[config.mk]
export PLATFORM = sky130hd
export DESIGN_NAME = virtual_countdown_timer_bank
export DESIGN_NICKNAME = d
export VERILOG_FILES = /design/src/vctb_pkg.sv /design/src/vctb_ram.sv /design/src/vctb_regs.sv /design/src/vctb_engine.sv /design/src/virtual_countdown_timer_bank.sv
export SDC_FILE = /design/constraint.sdc
export NUM_CORES = 1
export LEC_CHECK = 0
export BUFFER_PORTS_ARGS = -buffer_cell sky130_fd_sc_hd__buf_2
export CAP_MARGIN = 20
export CORE_MARGIN = 2
export CORE_UTILIZATION = 60
export CTS_CLUSTER_DIAMETER = 40
export DETAILED_ROUTE_END_ITERATION = 8
export HOLD_SLACK_MARGIN = 0.15
export PLACE_DENSITY = 0.89
export REMOVE_ABC_BUFFERS = 1
export SYNTH_ARGS = -nofsm -noshare
export SYNTH_HDL_FRONTEND = slang
export SYNTH_SLANG_ARGS = --single-unit
[constraint.sdc]
create_clock -name clk -period 7.4 [get_ports clk]
set_clock_uncertainty 0.05 [all_clocks]
set_input_delay 1.11 -clock clk [delete_from_list [all_inputs] [get_ports clk]]
set_output_delay 1.11 -clock clk [all_outputs]
set_load 0.03 [all_outputs]
[src/vctb_pkg.sv]
package vctb_pkg;

    // bank size and derived widths
    localparam int TIMER_COUNT = 8;
    localparam int ADDR_W      = (TIMER_COUNT > 1) ? $clog2(TIMER_COUNT) : 1;

    // fixed field widths
    localparam int OP_W    = 3;
    localparam int IDX_W   = 3;
    localparam int DUR_W   = 32;
    localparam int STEP_W  = 16;
    localparam int MASK_W  = 8;
    localparam int PADDR_W = 3;
    localparam int PDATA_W = 32;

    // register map: one 32-bit register per word, selected by paddr[2]
    localparam int   REG_SEL_BIT      = 2;
    localparam logic REG_TICK_STEP    = 1'b0;
    localparam logic [STEP_W-1:0] TICK_STEP_RESET = 16'd1;

    // operation codes; codes above OP_QUERY behave as a query
    typedef enum logic [OP_W-1:0] {
        OP_TICK     = 3'd0,
        OP_START    = 3'd1,
        OP_STOP     = 3'd2,
        OP_IDLE_ALL = 3'd3,
        OP_QUERY    = 3'd4
    } op_t;

    typedef enum logic [1:0] {
        TS_IDLE    = 2'd0,
        TS_ACTIVE  = 2'd1,
        TS_EXPIRED = 2'd2
    } tstate_t;

    typedef struct packed {
        tstate_t           state;
        logic [DUR_W-1:0]  remaining;
    } entry_t;

    localparam int ENTRY_W = $bits(entry_t);

    typedef struct packed {
        logic              wr_en;
        logic [ADDR_W-1:0] wr_addr;
        entry_t            wr_data;
        logic              rd_en;
        logic [ADDR_W-1:0] rd_addr;
    } ram_req_t;

    typedef enum logic [1:0] {
        ENG_IDLE   = 2'd0,
        ENG_MODIFY = 2'd1,
        ENG_DONE   = 2'd2
    } eng_state_t;

    // new value of one timer entry under an operation
    function automatic entry_t timer_update(
        input logic [OP_W-1:0]   op,
        input entry_t            cur,
        input logic [STEP_W-1:0] step,
        input logic [DUR_W-1:0]  dur
    );
        entry_t           nxt;
        logic [DUR_W-1:0] step_ext;
        nxt      = cur;
        step_ext = {{(DUR_W-STEP_W){1'b0}}, step};
        unique case (op)
            OP_TICK:
            begin
                if (cur.state == TS_ACTIVE)
                begin
                    if (cur.remaining < step_ext)
                        nxt.state = TS_EXPIRED;
                    else
                        nxt.remaining = cur.remaining - step_ext;
                end
            end
            OP_START:
            begin
                nxt.state     = TS_ACTIVE;
                nxt.remaining = dur;
            end
            OP_STOP, OP_IDLE_ALL:
            begin
                nxt.state = TS_IDLE;
            end
            default:
            begin
                nxt = cur;
            end
        endcase
        return nxt;
    endfunction

endpackage

[src/vctb_ram.sv]
module vctb_ram #(
    parameter int WIDTH = 32,
    parameter int DEPTH = 8
) (
    input  logic                                    clk,
    input  logic                                    wr_en,
    input  logic [((DEPTH > 1) ? $clog2(DEPTH) : 1)-1:0] wr_addr,
    input  logic [WIDTH-1:0]                        wr_data,
    input  logic                                    rd_en,
    input  logic [((DEPTH > 1) ? $clog2(DEPTH) : 1)-1:0] rd_addr,
    output logic [WIDTH-1:0]                        rd_data
);

    logic [WIDTH-1:0] mem [DEPTH];
    logic [WIDTH-1:0] rd_data_reg;

    always_ff @(posedge clk)
    begin
        if (wr_en)
            mem[wr_addr] <= wr_data;
        if (rd_en)
            rd_data_reg <= mem[rd_addr];
    end

    assign rd_data = rd_data_reg;

endmodule

[src/vctb_regs.sv]
module vctb_regs (
    input  logic                               clk,
    input  logic                               rst_n,
    input  logic                               psel,
    input  logic                               penable,
    input  logic                               pwrite,
    input  logic [vctb_pkg::PADDR_W-1:0]       paddr,
    input  logic [vctb_pkg::PDATA_W-1:0]       pwdata,
    output logic [vctb_pkg::PDATA_W-1:0]       prdata,
    output logic                               pready,
    output logic [vctb_pkg::STEP_W-1:0]        tick_step
);

    logic [vctb_pkg::STEP_W-1:0] tick_step_reg;
    logic                        sel_step;

    assign sel_step = (paddr[vctb_pkg::REG_SEL_BIT] == vctb_pkg::REG_TICK_STEP);

    always_ff @(posedge clk or negedge rst_n)
    begin
        if (!rst_n)
            tick_step_reg <= vctb_pkg::TICK_STEP_RESET;
        else if (psel && penable && pwrite && sel_step)
            tick_step_reg <= pwdata[vctb_pkg::STEP_W-1:0];
    end

    always_comb
    begin
        if (sel_step)
            prdata = {{(vctb_pkg::PDATA_W-vctb_pkg::STEP_W){1'b0}}, tick_step_reg};
        else
            prdata = '0;
    end

    assign pready    = 1'b1;
    assign tick_step = tick_step_reg;

endmodule

[src/vctb_engine.sv]
module vctb_engine (
    input  logic                              clk,
    input  logic                              rst_n,
    input  logic [vctb_pkg::STEP_W-1:0]       tick_step,
    input  logic                              in_valid,
    output logic                              in_stall,
    input  logic [vctb_pkg::OP_W-1:0]         op,
    input  logic [vctb_pkg::IDX_W-1:0]        timer_index,
    input  logic [vctb_pkg::DUR_W-1:0]        duration,
    output logic                              out_valid,
    input  logic                              out_stall,
    output logic [1:0]                        addressed_state,
    output logic [vctb_pkg::DUR_W-1:0]        addressed_remaining,
    output logic [vctb_pkg::MASK_W-1:0]       expired_mask,
    output vctb_pkg::ram_req_t                ram_req,
    input  vctb_pkg::entry_t                  ram_rd_data
);

    localparam int AW = vctb_pkg::ADDR_W;
    localparam int WW = vctb_pkg::IDX_W + vctb_pkg::ADDR_W;

    vctb_pkg::eng_state_t state_reg, state_next;

    logic [vctb_pkg::OP_W-1:0]   op_reg;
    logic [vctb_pkg::DUR_W-1:0]  dur_reg;
    logic [AW-1:0]               tgt_addr_reg;
    logic                        tgt_valid_reg;
    logic                        wr_ok_reg;
    logic [AW-1:0]               ptr_reg;
    logic [AW-1:0]               last_reg;
    logic [vctb_pkg::TIMER_COUNT-1:0] entry_valid_reg;
    logic [vctb_pkg::TIMER_COUNT-1:0] expired_reg;
    vctb_pkg::entry_t            res_reg;

    logic                        out_valid_reg;
    vctb_pkg::entry_t            out_entry_reg;
    logic [vctb_pkg::MASK_W-1:0] out_mask_reg;

    logic [WW-1:0]               idx_wide;
    logic [AW-1:0]               in_addr;
    logic                        in_idx_ok;
    logic                        in_sweep;
    logic [AW-1:0]               in_first;
    logic [AW-1:0]               in_last;
    logic                        accept;
    logic                        at_last;
    logic                        hit;
    logic                        wr_go;
    logic                        done_go;
    vctb_pkg::entry_t            cur_entry;
    vctb_pkg::entry_t            new_entry;
    logic [vctb_pkg::MASK_W-1:0] mask_now;

    // input decode
    assign idx_wide  = {{AW{1'b0}}, timer_index};
    assign in_addr   = idx_wide[AW-1:0];
    assign in_idx_ok = (idx_wide < WW'(vctb_pkg::TIMER_COUNT));
    assign in_sweep  = (op == vctb_pkg::OP_TICK) || (op == vctb_pkg::OP_IDLE_ALL);
    assign in_first  = in_sweep ? '0 : in_addr;
    assign in_last   = in_sweep ? AW'(vctb_pkg::TIMER_COUNT - 1) : in_addr;

    assign accept  = (state_reg == vctb_pkg::ENG_IDLE) && in_valid;
    assign at_last = (ptr_reg == last_reg);
    assign hit     = tgt_valid_reg && (ptr_reg == tgt_addr_reg);
    assign wr_go   = (state_reg == vctb_pkg::ENG_MODIFY) && wr_ok_reg;
    assign done_go = (state_reg == vctb_pkg::ENG_DONE) && (!out_valid_reg || !out_stall);

    // entry never written reads as idle with a zero count
    assign cur_entry = entry_valid_reg[ptr_reg] ? ram_rd_data : '0;
    assign new_entry = vctb_pkg::timer_update(op_reg, cur_entry, tick_step, dur_reg);

    for (genvar i = 0; i < vctb_pkg::MASK_W; i++)
    begin : g_mask
        if (i < vctb_pkg::TIMER_COUNT)
        begin : g_on
            assign mask_now[i] = expired_reg[i];
        end
        else
        begin : g_off
            assign mask_now[i] = 1'b0;
        end
    end

    // next state
    always_comb
    begin
        state_next = state_reg;
        unique case (state_reg)
            vctb_pkg::ENG_IDLE:
            begin
                if (accept)
                    state_next = vctb_pkg::ENG_MODIFY;
            end
            vctb_pkg::ENG_MODIFY:
            begin
                if (at_last)
                    state_next = vctb_pkg::ENG_DONE;
            end
            vctb_pkg::ENG_DONE:
            begin
                if (done_go)
                    state_next = vctb_pkg::ENG_IDLE;
            end
            default:
            begin
                state_next = vctb_pkg::ENG_IDLE;
            end
        endcase
    end

    // memory port and handshake outputs
    always_comb
    begin
        ram_req         = '0;
        ram_req.wr_en   = wr_go;
        ram_req.wr_addr = ptr_reg;
        ram_req.wr_data = new_entry;
        unique case (state_reg)
            vctb_pkg::ENG_IDLE:
            begin
                ram_req.rd_en   = accept;
                ram_req.rd_addr = in_first;
            end
            vctb_pkg::ENG_MODIFY:
            begin
                ram_req.rd_en   = !at_last;
                ram_req.rd_addr = ptr_reg + 1'b1;
            end
            default:
            begin
                ram_req.rd_en   = 1'b0;
                ram_req.rd_addr = ptr_reg;
            end
        endcase
    end

    assign in_stall = (state_reg != vctb_pkg::ENG_IDLE);

    always_ff @(posedge clk or negedge rst_n)
    begin
        if (!rst_n)
        begin
            state_reg       <= vctb_pkg::ENG_IDLE;
            entry_valid_reg <= '0;
            expired_reg     <= '0;
            out_valid_reg   <= 1'b0;
        end
        else
        begin
            state_reg <= state_next;
            if (wr_go)
            begin
                entry_valid_reg[ptr_reg] <= 1'b1;
                expired_reg[ptr_reg]     <= (new_entry.state == vctb_pkg::TS_EXPIRED);
            end
            if (done_go)
                out_valid_reg <= 1'b1;
            else if (out_valid_reg && !out_stall)
                out_valid_reg <= 1'b0;
        end
    end

    // transaction context and result payload
    always_ff @(posedge clk)
    begin
        if (accept)
        begin
            op_reg        <= op;
            dur_reg       <= duration;
            tgt_addr_reg  <= in_addr;
            tgt_valid_reg <= in_idx_ok;
            wr_ok_reg     <= in_idx_ok || in_sweep;
            ptr_reg       <= in_first;
            last_reg      <= in_last;
            res_reg       <= '0;
        end
        else if (state_reg == vctb_pkg::ENG_MODIFY)
        begin
            if (hit)
                res_reg <= new_entry;
            if (!at_last)
                ptr_reg <= ptr_reg + 1'b1;
        end
        if (done_go)
        begin
            out_entry_reg <= res_reg;
            out_mask_reg  <= mask_now;
        end
    end

    assign out_valid           = out_valid_reg;
    assign addressed_state     = out_entry_reg.state;
    assign addressed_remaining = out_entry_reg.remaining;
    assign expired_mask        = out_mask_reg;

endmodule

[src/virtual_countdown_timer_bank.sv]
// sequence: an accepted transaction reads, updates and writes back its entries in the modify state,
//   then raises out_valid from the done state; tick and set-all-idle sweep the whole bank
// throughput: one transaction at a time, in_stall stays high until the engine is idle again;
//   the timer memory has one read and one write port, and modify handles one entry per cycle
// reset: rst_n clears all timers to idle with zero count (per-entry written flags),
//   tick_step returns to 1; no clearing pass is needed
module virtual_countdown_timer_bank (
    input  logic                              clk,
    input  logic                              rst_n,

    // configuration port
    input  logic                              psel,
    input  logic                              penable,
    input  logic                              pwrite,
    input  logic [vctb_pkg::PADDR_W-1:0]      paddr,
    input  logic [vctb_pkg::PDATA_W-1:0]      pwdata,
    output logic [vctb_pkg::PDATA_W-1:0]      prdata,
    output logic                              pready,

    // command channel
    input  logic                              in_valid,
    output logic                              in_stall,
    input  logic [vctb_pkg::OP_W-1:0]         op,
    input  logic [vctb_pkg::IDX_W-1:0]        timer_index,
    input  logic [vctb_pkg::DUR_W-1:0]        duration,

    // result channel
    output logic                              out_valid,
    input  logic                              out_stall,
    output logic [1:0]                        addressed_state,
    output logic [vctb_pkg::DUR_W-1:0]        addressed_remaining,
    output logic [vctb_pkg::MASK_W-1:0]       expired_mask
);

    // shared tick step, to be written by the user only while the bank is quiet; the block does not enforce it
    logic [vctb_pkg::STEP_W-1:0] tick_step;

    // memory request from the engine and registered read data back
    vctb_pkg::ram_req_t          ram_req;
    logic [vctb_pkg::ENTRY_W-1:0] ram_rd_bits;
    vctb_pkg::entry_t            ram_rd_data;

    vctb_regs u_regs (
        .clk       (clk),
        .rst_n     (rst_n),
        .psel      (psel),
        .penable   (penable),
        .pwrite    (pwrite),
        .paddr     (paddr),
        .pwdata    (pwdata),
        .prdata    (prdata),
        .pready    (pready),
        .tick_step (tick_step)
    );

    // one entry per timer: state and remaining count packed together
    vctb_ram #(
        .WIDTH (vctb_pkg::ENTRY_W),
        .DEPTH (vctb_pkg::TIMER_COUNT)
    ) u_ram (
        .clk     (clk),
        .wr_en   (ram_req.wr_en),
        .wr_addr (ram_req.wr_addr),
        .wr_data (ram_req.wr_data),
        .rd_en   (ram_req.rd_en),
        .rd_addr (ram_req.rd_addr),
        .rd_data (ram_rd_bits)
    );

    assign ram_rd_data = vctb_pkg::entry_t'(ram_rd_bits);

    // sequencer: reads an entry, updates it the next cycle and writes it back while
    // the following entry is read, so a sweep never touches the same entry twice at once
    vctb_engine u_engine (
        .clk                 (clk),
        .rst_n               (rst_n),
        .tick_step           (tick_step),
        .in_valid            (in_valid),
        .in_stall            (in_stall),
        .op                  (op),
        .timer_index         (timer_index),
        .duration            (duration),
        .out_valid           (out_valid),
        .out_stall           (out_stall),
        .addressed_state     (addressed_state),
        .addressed_remaining (addressed_remaining),
        .expired_mask        (expired_mask),
        .ram_req             (ram_req),
        .ram_rd_data         (ram_rd_data)
    );

endmodule

==> run summary <==
Post-DR vias/cell - 6.38
Fmax - 0.160 GHz
Met1 WL - 18500 um
Vias in the first global route - 14.2k
Post-synth top area share - 59.2%
CP max-delay cell - o32ai_1
Area delta synth->final - 14.3%
Syn Inst Count - 1703
Adder-cell area share of the yosys netlist - 1.17%
Cell Area, Placed - 20900 sq um
Cts hold-fix bufs - 0
Total core area - 32500 sq um
# DRC - 0
Max Root-Sink Buffers - 3
R2R setup slack - 1140 ps
WL met2 - 24800 um
Slowest stage delay, CP - 800 ps
Gr ovfl total - 0
Top sig layer - met5
Synth Warn # - 0
Most frequent cells after synthesis - edfxtp_1, nand2_1, nand3_1
CTS Buf Count - 53
Synthesis-stage register bit count - 461
Gpl congestion - 0.949
Port buffer count - 121
Via count - 14.7k
Fin cells - 2297
Placed cells - 2196
Routed wire length - 52100 um
Largest cells by area after synthesis - edfxtp_1, nand2_1, nand3_1
Leading area contributor after synthesis - edfxtp_1
Starting density of the core - 61.1%
Worst hold stages - 0
Layout Nets - 1908
Slew of the pin with the lowest slew margin - 1150 ps
Largest register FFs - 272
Netlist Area Pre-Place - 19900 sq um
First-pass GRT wire length - 78500 um
Largest net degree at the start of global routing - 70
Worst-case reg-to-reg path depth - 14
Req. time, crit path - 7600 ps
Final core utilization - 69.8%
Distinct cells, synth - 82
WS Path Type - reg -> reg
Avg Cell Area, Syn - 11.7 sq um
Die Span X - 186 um
CTS tree - built
CP max FO - 33
Outcome - complete, no violations
Hold wc startpoint - u_engine.res_reg[17]
Overall Global Routing Usage - 30.3%
Clk Tree Root Cell - clkbuf_16
Drt first pass iters - 6
Setup-failing EPs final - 0
CP Capture Type - flop
Routed Antenna Nets - 0
Post_cts resized - 0
Initial DRC Count - 2080
H-Tree Depth - 2
Post-CTS Setup Bufs - 0
Min-delay worst type - reg -> reg
Cells along the critical path - nand2b_1 > o22ai_2 > or2_1 > buf_4 > and2_1 > ha_1 > nand2_1 > nor2_1 > nand2_1 > nor4_1 > a21o_2 > nand3_1 > o32ai_1 > nor2_1
Layout cell share with drive strength beyond 1 - 15.8%
Max-slew headroom - 23.0%
Clock sink count - 461
Post-synth top flop - edfxtp_1
Clock Latency Late Sink - 590 ps
Final period util - 84.6%
Worst EP arrival - 6470 ps
Die height - 186 um
RSZ-0062 raised after global routing - no
Mux contribution to synthesized area - 1.37%
Simple-gate share of the synthesized area - 17.4%
Synth Area in Compound Gates - 8.71%
EDFF count, synth - 392
Hold endpoint - u_engine.addressed_remaining[17]
Clock Pin Slew Worst Setup and Hold Paths - 60 ps
Site Rows - 66
Met3 wire length - 6360 um
Count leader, synth - edfxtp_1
Tmin final - 6260 ps
I/O Pins - 157
Max-Cap Viols - 0
Hold Vio Cnt, Final - 0
Max Transition Viols Final - 0
Routed len/inst - 22.7 um
Reg2Reg Capture Point - u_ram.mem[1][31]
N_diodes - 0
Post-synth ARST share - 7.59%
Xor/xnor share of the synthesized area - 0.837%
Die area - 34600 sq um
R2R Path Start - u_engine.ptr_reg[2]
Design Area, Final - 22700 sq um
Startpoint types - flop
Initial antenna violation count - 1
Sequential area share after synthesis - 67.1%
Half-perimeter wire length after placement - 29500 um
Main combinational cell family by area after synthesis - simple AND/OR/NAND/NOR gates
-- cells in the final DEF (no fill, tap or decap), types with 10 or more instances in the layout --
master,Yosys,final
nand2b_1,21,21
a21o_1,18,18
and2_1,11,11
buf_4,18,24
mux2_2,17,17
or3_1,10,10
nor2_1,79,75
dfrtp_1,34,34
edfxtp_1,392,392
a21oi_1,44,43
o22ai_1,11,10
buf_2,3,121
clkbuf_16,0,53
o31ai_1,20,20
nor3_1,14,14
nand3_1,206,206
ha_1,17,17
a31oi_1,12,12
inv_1,39,39
and3_1,12,12
conb_1,2,17
nand2_1,372,372
xnor2_1,13,13
o21ai_0,76,76
dfxtp_1,34,34
-- worst max-delay path: cells and delay by family, from the launching register on --
| family | cells | cell delay, ps |
|---|---|---|
| flip-flops | 1 | 710 |
| buffers and inverters | 1 | 430 |
| AND/OR/NAND/NOR | 9 | 2680 |
| AO/OA/AOI/OAI | 3 | 1800 |
| adder cells (fa/ha/maj) | 1 | 230 |
-- per-stage QoR --
stage / hold slack [ps] / setup WS [ps] / TNS, ps
6_report: 371 / 1140 / 0
5_1_grt: 390 / 925 / 0
4_1_cts: 376 / 1440 / 0
3_5_place_dp: 360 / 1480 / 0
3_3_place_gp: 358 / 1780 / 0
2_1_floorplan: 350 / -2210 / -74640
-- how the worst max path moves through the flow --
stage / endpoint / cells past startpoint / slack, ps / startpoint
after floorplan: u_ram.rd_data[32] / 8 / -2210 / op[0]
after global placement: u_ram.mem[7][10] / 13 / 1780 / u_engine.ptr_reg[2]
after detailed placement: u_ram.mem[7][12] / 13 / 1480 / u_engine.ptr_reg[2]
after CTS: u_ram.mem[6][31] / 14 / 1440 / u_engine.ptr_reg[2]
after global routing: u_ram.mem[1][31] / 15 / 920 / u_engine.ptr_reg[2]
final: u_ram.mem[1][31] / 14 / 1140 / u_engine.ptr_reg[2]
-- cell families after synthesis --
kind of cell | after synthesis
AO/OA/AOI/OAI | 258
flip-flops | 461
buffers and inverters | 150
other | 2
multiplexers | 25
adder cells (fa/ha/maj) | 18
XOR/XNOR | 19
AND/OR/NAND/NOR | 770
-- layout make-up --
type,instances,area (sq um)
timing repair buffer,147,821
multi-input combinational,1107,6030
tap,442,553
clock inverter,39,464
sequential,461,13300
clock buffer,61,1370
inverter,40,150
fill,2070,9820
-- per-layer routing --
| metal | global-route usage [%] | vias up |
|---|---|---|
| met5 | 0 | - |
| met4 | 14.9 | 4 |
| met3 | 6.85 | 228 |
| met2 | 49.4 | 1118 |
| met1 | 38.5 | 6975 |
| li1 | - | 6335 |
Power is not shown: default switching activity piles up to over one toggle a cycle in this logic, so the estimate is an artifact.
